<file path="config.mk">
export PLATFORM = sky130hd
export DESIGN_NAME = scanline_sprite_selector_top
export DESIGN_NICKNAME = d
export VERILOG_FILES = /design/src/rtl/ssel_pkg.sv /design/src/rtl/ssel_cell.sv /design/src/rtl/scanline_sprite_selector_top.sv
export SDC_FILE = /design/constraint.sdc
export NUM_CORES = 1
export LEC_CHECK = 0
export ABC_AREA = 1
export CORE_ASPECT_RATIO = 2
export CORE_MARGIN = 5
export CORE_UTILIZATION = 65
export DETAILED_ROUTE_END_ITERATION = 10
export DONT_BUFFER_PORTS = 1
export GPL_TIMING_DRIVEN = 0
export PLACE_DENSITY = 0.81
export SLEW_MARGIN = 25
export SYNTH_ARGS = -nofsm -noshare
export SYNTH_HDL_FRONTEND = slang
export SYNTH_SLANG_ARGS = --single-unit
</file>
<file path="constraint.sdc">
create_clock -name i_clk -period 5.4 [get_ports i_clk]
set_clock_uncertainty 0.1 [all_clocks]
set_input_delay 0.27 -clock i_clk [delete_from_list [all_inputs] [get_ports i_clk]]
set_output_delay 0.27 -clock i_clk [all_outputs]
set_load 0.02 [all_outputs]
</file>
<file path="src/rtl/ssel_pkg.sv">
package ssel_pkg;

    localparam int MAX_PER_LINE_DEF = 10;
    localparam int LINE_OFFSET      = 16;
    localparam int HEIGHT_SHORT     = 8;
    localparam int HEIGHT_TALL      = 16;

    typedef struct packed {
        logic [7:0] y;
        logic [7:0] x;
        logic [7:0] tile;
        logic [7:0] flags;
    } t_entry;

    typedef struct packed {
        logic ins;
        logic pop;
    } t_cell_ctl;

endpackage

</file>
<file path="src/rtl/ssel_cell.sv">
module ssel_cell
    import ssel_pkg::*;
(
    input  logic      i_clk,
    input  t_cell_ctl i_ctl,
    input  logic      i_occ,
    input  t_entry    i_new_word,
    input  t_entry    i_prev_word,
    input  logic      i_prev_keep,
    input  t_entry    i_next_word,
    output t_entry    o_word,
    output logic      o_keep
);

    t_entry r_word;
    t_entry n_word;

    assign o_keep = i_occ && (r_word.x <= i_new_word.x);
    assign o_word = r_word;

    always_comb begin
        n_word = r_word;
        if (i_ctl.pop) begin
            n_word = i_next_word;
        end else if (i_ctl.ins && !o_keep) begin
            n_word = i_prev_keep ? i_new_word : i_prev_word;
        end
    end

    always_ff @(posedge i_clk) begin
        r_word <= n_word;
    end

endmodule

</file>
<file path="src/rtl/scanline_sprite_selector_top.sv">
// Scan phase: one entry beat per cycle, ready stays high while entries stream in.
// The first result beat is registered once the state has moved to emission and the output register is free, then one
// result beat per cycle (a single empty beat when nothing is selected) while out ready.
// Input ready drops after the last entry beat and returns once the last of the N selected beats (N the selected
// count; the empty beat when N is 0) is loaded; a receiver that holds off result beats keeps it low longer.
// Reset (i_rst_n low, synchronous) clears count, state, output valid and the tall setting r_tall.
module scanline_sprite_selector_top
    import ssel_pkg::*;
#(
    parameter int MAX_PER_LINE = MAX_PER_LINE_DEF
)
(
    input  logic       i_clk,
    input  logic       i_rst_n,
    input  logic       i_cfg_valid,
    output logic       o_cfg_ready,
    input  logic       i_cfg_data,
    input  logic       i_in_valid,
    output logic       o_in_ready,
    input  logic [7:0] i_entry_y,
    input  logic [7:0] i_entry_x,
    input  logic [7:0] i_entry_tile,
    input  logic [7:0] i_entry_flags,
    input  logic [7:0] i_scan_line,
    input  logic       i_last_entry,
    output logic       o_out_valid,
    input  logic       i_out_ready,
    output logic       o_found,
    output logic [7:0] o_sprite_y,
    output logic [7:0] o_sprite_x,
    output logic [7:0] o_sprite_tile,
    output logic [7:0] o_sprite_flags,
    output logic       o_last_sprite
);

    localparam int CW = $clog2(MAX_PER_LINE + 1);

    localparam logic ST_SCAN = 1'b0;
    localparam logic ST_EMIT = 1'b1;

    logic          r_state, n_state;
    logic [CW-1:0] r_count, n_count;
    logic          r_tall;
    logic          r_out_valid;
    logic          r_found;
    t_entry        r_out;
    logic          r_last;

    logic          in_acc, out_free, take, pop, empty_out;
    logic [8:0]    target, y_end;
    t_entry        new_word;
    t_cell_ctl     ctl;

    t_entry        words [MAX_PER_LINE];
    logic          keeps [MAX_PER_LINE];

    assign o_cfg_ready = 1'b1;
    assign o_in_ready  = (r_state == ST_SCAN);
    assign in_acc      = i_in_valid && o_in_ready;
    assign out_free    = !r_out_valid || i_out_ready;

    assign new_word = '{y: i_entry_y, x: i_entry_x, tile: i_entry_tile, flags: i_entry_flags};
    assign target   = {1'b0, i_scan_line} + 9'(LINE_OFFSET);
    assign y_end    = {1'b0, i_entry_y} + (r_tall ? 9'(HEIGHT_TALL) : 9'(HEIGHT_SHORT));

    assign take = in_acc && (i_entry_x != 8'd0) && (r_count < CW'(MAX_PER_LINE))
                  && ({1'b0, i_entry_y} <= target) && (y_end > target);

    assign pop       = (r_state == ST_EMIT) && (r_count != '0) && out_free;
    assign empty_out = (r_state == ST_EMIT) && (r_count == '0) && out_free;

    assign ctl = '{ins: take, pop: pop};

    for (genvar g = 0; g < MAX_PER_LINE; g++) begin : g_cell
        ssel_cell u_cell (
            .i_clk       (i_clk),
            .i_ctl       (ctl),
            .i_occ       (CW'(g) < r_count),
            .i_new_word  (new_word),
            .i_prev_word ((g == 0) ? new_word : words[(g == 0) ? 0 : g - 1]),
            .i_prev_keep ((g == 0) ? 1'b1 : keeps[(g == 0) ? 0 : g - 1]),
            .i_next_word ((g == MAX_PER_LINE - 1) ? t_entry'('0)
                          : words[(g == MAX_PER_LINE - 1) ? g : g + 1]),
            .o_word      (words[g]),
            .o_keep      (keeps[g])
        );
    end

    always_comb begin
        n_state = r_state;
        n_count = r_count;
        case (r_state)
            ST_SCAN: begin
                if (take) begin
                    n_count = r_count + CW'(1);
                end
                if (in_acc && i_last_entry) begin
                    n_state = ST_EMIT;
                end
            end
            ST_EMIT: begin
                if (pop) begin
                    n_count = r_count - CW'(1);
                    if (r_count == CW'(1)) begin
                        n_state = ST_SCAN;
                    end
                end else if (empty_out) begin
                    n_state = ST_SCAN;
                end
            end
            default: begin
                n_state = ST_SCAN;
            end
        endcase
    end

    always_ff @(posedge i_clk) begin
        if (!i_rst_n) begin
            r_state     <= ST_SCAN;
            r_count     <= '0;
            r_tall      <= 1'b0;
            r_out_valid <= 1'b0;
        end else begin
            r_state <= n_state;
            r_count <= n_count;
            if (i_cfg_valid && o_cfg_ready) begin
                r_tall <= i_cfg_data;
            end
            if (pop || empty_out) begin
                r_out_valid <= 1'b1;
            end else if (i_out_ready) begin
                r_out_valid <= 1'b0;
            end
        end
    end

    always_ff @(posedge i_clk) begin
        if (pop) begin
            r_found <= 1'b1;
            r_out   <= words[0];
            r_last  <= (r_count == CW'(1));
        end else if (empty_out) begin
            r_found <= 1'b0;
            r_out   <= '0;
            r_last  <= 1'b1;
        end
    end

    assign o_out_valid    = r_out_valid;
    assign o_found        = r_found;
    assign o_sprite_y     = r_out.y;
    assign o_sprite_x     = r_out.x;
    assign o_sprite_tile  = r_out.tile;
    assign o_sprite_flags = r_out.flags;
    assign o_last_sprite  = r_last;

    a_count_range: assert property (@(posedge i_clk) disable iff (!i_rst_n)
        r_count <= CW'(MAX_PER_LINE))
        else $error("sprite count beyond capacity");

    a_last_to_emit: assert property (@(posedge i_clk) disable iff (!i_rst_n)
        in_acc && i_last_entry |=> r_state == ST_EMIT)
        else $error("last entry beat did not start emission");

    a_empty_is_last: assert property (@(posedge i_clk) disable iff (!i_rst_n)
        o_out_valid && !o_found |-> o_last_sprite)
        else $error("empty result not marked last");

    a_no_take_emit: assert property (@(posedge i_clk) disable iff (!i_rst_n)
        r_state == ST_EMIT |-> !take)
        else $error("entry taken during emission");

endmodule

</file>
==> key figures <==
Logic synthesis
  • Compound-gate portion of the synthesized area: 2.55%
  • Area leader, netlist: edfxtp_1
  • Mapped Nets: between 3000 and 4000
  • Synth cell types: 31
  • Yosys warning count: 0
  • Post-Synth XOR/XNOR Area: 0.322%
  • Synth area leaders: edfxtp_1, nand2_1, nand3_1
  • Register area share after synthesis: 47.9%
  • Post-synthesis adder-cell area fraction: ~5.4%
  • Post-synthesis register bit count: between 300 and 400
  • Post-Synth Simple-Gate Area: approximately a third
  • Area share of the largest cell type after synthesis: 44.3%
  • Post-synth ARST share: 0%
  • EDFF count, synth: 321
  • Post-synth top cells: nand2_1, nand3_1, inv_1
  • Top FF cell, synth: edfxtp_1
  • Syn_area_per_cell: 7.59 um2
  • Most numerous cell in the Yosys netlist: nand2_1
  • Fraction of synthesized area in multiplexers: 0%
  • Mapped Cells: 2868
  • Largest family of logic cells by synthesized area: simple AND/OR/NAND/NOR gates
  • Mapped cell area: 21800 um2

GRT
  • Number of global-route vias before repair: 19300
  • Initial antenna violation count: 0
  • Largest net degree at the start of global routing: 33
  • First-pass GRT wire length: 94900 um
  • GRT overflow: 0
  • Total Routing Usage GR: 31.5%

Setup path
  • Crit path max fanout: 32
  • Worst Setup Start Kind: input pin
  • Slowest cell on crit path: clkbuf_1
  • Worst path arrival time: 4.70 ns
  • Setup CP Type: input pin to flop
  • Largest stage delay on the critical path: 0.71 ns
  • Critical path capture point type: flop
  • CP required: 5.46 ns
  • Cell mode on critical path: nand2_1
  • CP Cell Sequence: dlygate4sd3_1, inv_1, clkbuf_1, nor4_1, ha_1, nand2_1, nor2_1, nand3_1, nand3_1, nand2_1, a21oi_2, buf_4, nand2_1, nand2_2
  • CP top delay family: buffers and inverters
  • Crit path buf inv count: 4

Die
  • Die Footprint: 37500 um2
  • IO Pins: 84
  • Std cell rows: 95
  • Die X-Extent: roughly 140 um
  • Die H: roughly 270 um
  • Initial Util: 65.2%
  • Core area: 33400 um2

Min path
  • Worst hold path type: input pin to flop

Cells and area
  • Syn-to-layout area delta: 9.82%
  • Ant. Diodes: 0
  • Nets: between 3000 and 4000
  • Share of post-route cells with drive strength above 1: about 6.4%
  • Core Util, Final: between 70% and 80%

Detailed routing
  • Final ANT Viol Nets: 0
  • DRC viols: 0
  • WL/cell: 17.5 um
  • Vias per inst: 5.47
  • Drt pass-1 iters: 6
  • Iteration-0 DRC Markers: 1166
  • Final WL: 59600 um
  • DR vias: 18600

Timing
  • Setup TNS: 0 ns
  • FMAX: 216 MHz
  • Final setup margin: 0.762 ns
  • Count of final max-slew check failures: 0
  • Relative slew slack: 30.5%
  • Post-route minimum period: 4.64 ns
  • Slew at the pin with the worst max-slew slack: 1.04 ns
  • Crit share post-route: a little under nine tenths
  • Final Setup Violations: 0
  • RSZ-0062 raised after global routing: false
  • Final hold vios: 0

Job
  • # Max-Cap Violations: 0

Power
  • PwrDens: around 380 nW/um2
  • Peak VDD IR: between 0.0003 and 0.0004 V
  • LEAKAGE: 11.7 nW

Placement
  • Final Wtd Congestion: 0.882
  • Post-DP HPWL: 46900 um
  • Buffers on Ports: 0
  • Place WS: 1.07 ns

CTS
  • Setup bufs post-CTS: 0
  • Root Driver: clkbuf_16
  • Clk pin slew, worst setup/hold paths: 0.06 ns
  • Worst skew pair latency: 0.54 ns
  • Max Root-Sink Buffers: 3
  • CTS tree: done
  • H-Tree Level Count: 2
  • Sink Count: 361
  • CTS Buf Count: 34

Status
  • Outcome: completed
==> per-stage QoR <==
step           std cells  hold slack [ns]  power [mW]  area [um2]
6_report            3404           0.0287        9.15       23900
5_1_grt             3404           0.0475        9.66       23900
4_1_cts             3404          0.00455        9.14       23900
3_5_place_dp        3305            0.299        6.61       22400
3_3_place_gp        3304            0.295        6.47       22300
2_1_floorplan       2868            0.290        5.88       21800
==> cell usage in the layout (no fill, tap or decap), types with 2 or more instances in the layout <==
cell type	synthesis	layout
nand2_1	1047	1038
nand3_1	525	525
inv_1	346	346
edfxtp_1	321	321
nor2_1	158	157
ha_1	93	93
buf_2	89	89
clkbuf_1	71	72
a21oi_1	45	45
o21ai_0	42	42
dfxtp_1	40	40
clkbuf_16	0	38
dlygate4sd3_1	0	38
clkinv_1	20	24
nand2_2	12	21
nand4_1	11	11
clkinv_2	1	10
o21a_1	9	9
xor2_1	7	7
inv_2	6	6
buf_4	6	6
buf_6	3	3
o21ai_2	3	3
buf_1	3	3
bufinv_16	0	3
clkinv_4	0	3
nor2_4	1	2
clkbuf_2	0	2
o21ai_1	2	2
==> flip-flops by register name, indices dropped and copies added, names as in the netlist <==
signal / flops
g_cell.u_cell.o_word: 320
o_sprite_flags: 8
o_sprite_tile: 8
o_sprite_x: 8
o_sprite_y: 8
r_count: 4
o_found: 1
o_last_sprite: 1
o_out_valid: 1
r_state: 1
r_tall: 1
==> area by class of cell <==
type | instances | area, um2
fill | 2742 | 9480
multi-input combinational | 1962 | 9170
sequential | 361 | 10400
buffer | 172 | 805
tap | 436 | 546
clock inverter | 19 | 176
clock buffer | 42 | 976
inverter | 373 | 1400
timing repair buffer | 39 | 408
==> repair_timing <==
action / 4_1_cts / 5_1_grt
hold buffers: 38 / 0
resized for setup: 0 / 0
hold endpoints to repair: 43 / 0
==> cells by family (layout without fill, tap and decap cells) <==
family | Yosys count | after routing
XOR/XNOR | 8 | 8
adder cells (fa/ha/maj) | 94 | 94
AND/OR/NAND/NOR | 1756 | 1756
AO/OA/AOI/OAI | 103 | 103
other | 1 | 1
buffers and inverters | 545 | 645
flip-flops | 361 | 361
==> metal layers <==
metal | GRT usage [%] | routed length [um]
met1 | 31.7 | 20600
met2 | 58.6 | 30800
met3 | 3.27 | 2780
met4 | 25.1 | 5420
met5 | 0 | 0
==> power by group <==
part           switching [mW]  internal [mW]
sequential              0.238           3.75
clock                    1.09           1.44
combinational            1.82          0.822
==> path summary, 6_finish.rpt <==
kind	cells after the start	end	slack, ns	from
max	14	g_cell[8].u_cell.o_word[9]	0.76	i_entry_y[7]
min	4	g_cell[9].u_cell.o_word[24]	0.03	i_entry_y[0]
min reg2reg	4	g_cell[9].u_cell.o_word[29]	0.42	g_cell[9].u_cell.o_word[29]
max reg2reg	15	g_cell[8].u_cell.o_word[9]	0.92	r_tall
==> tightest hold or removal path, cell delays in order <==
cell and delay [ns]:
inv_2 0.08, nor2_1 0.12, nor2_1 0.06, nor2_1 0.08
Power figures use the tool's default switching activity.
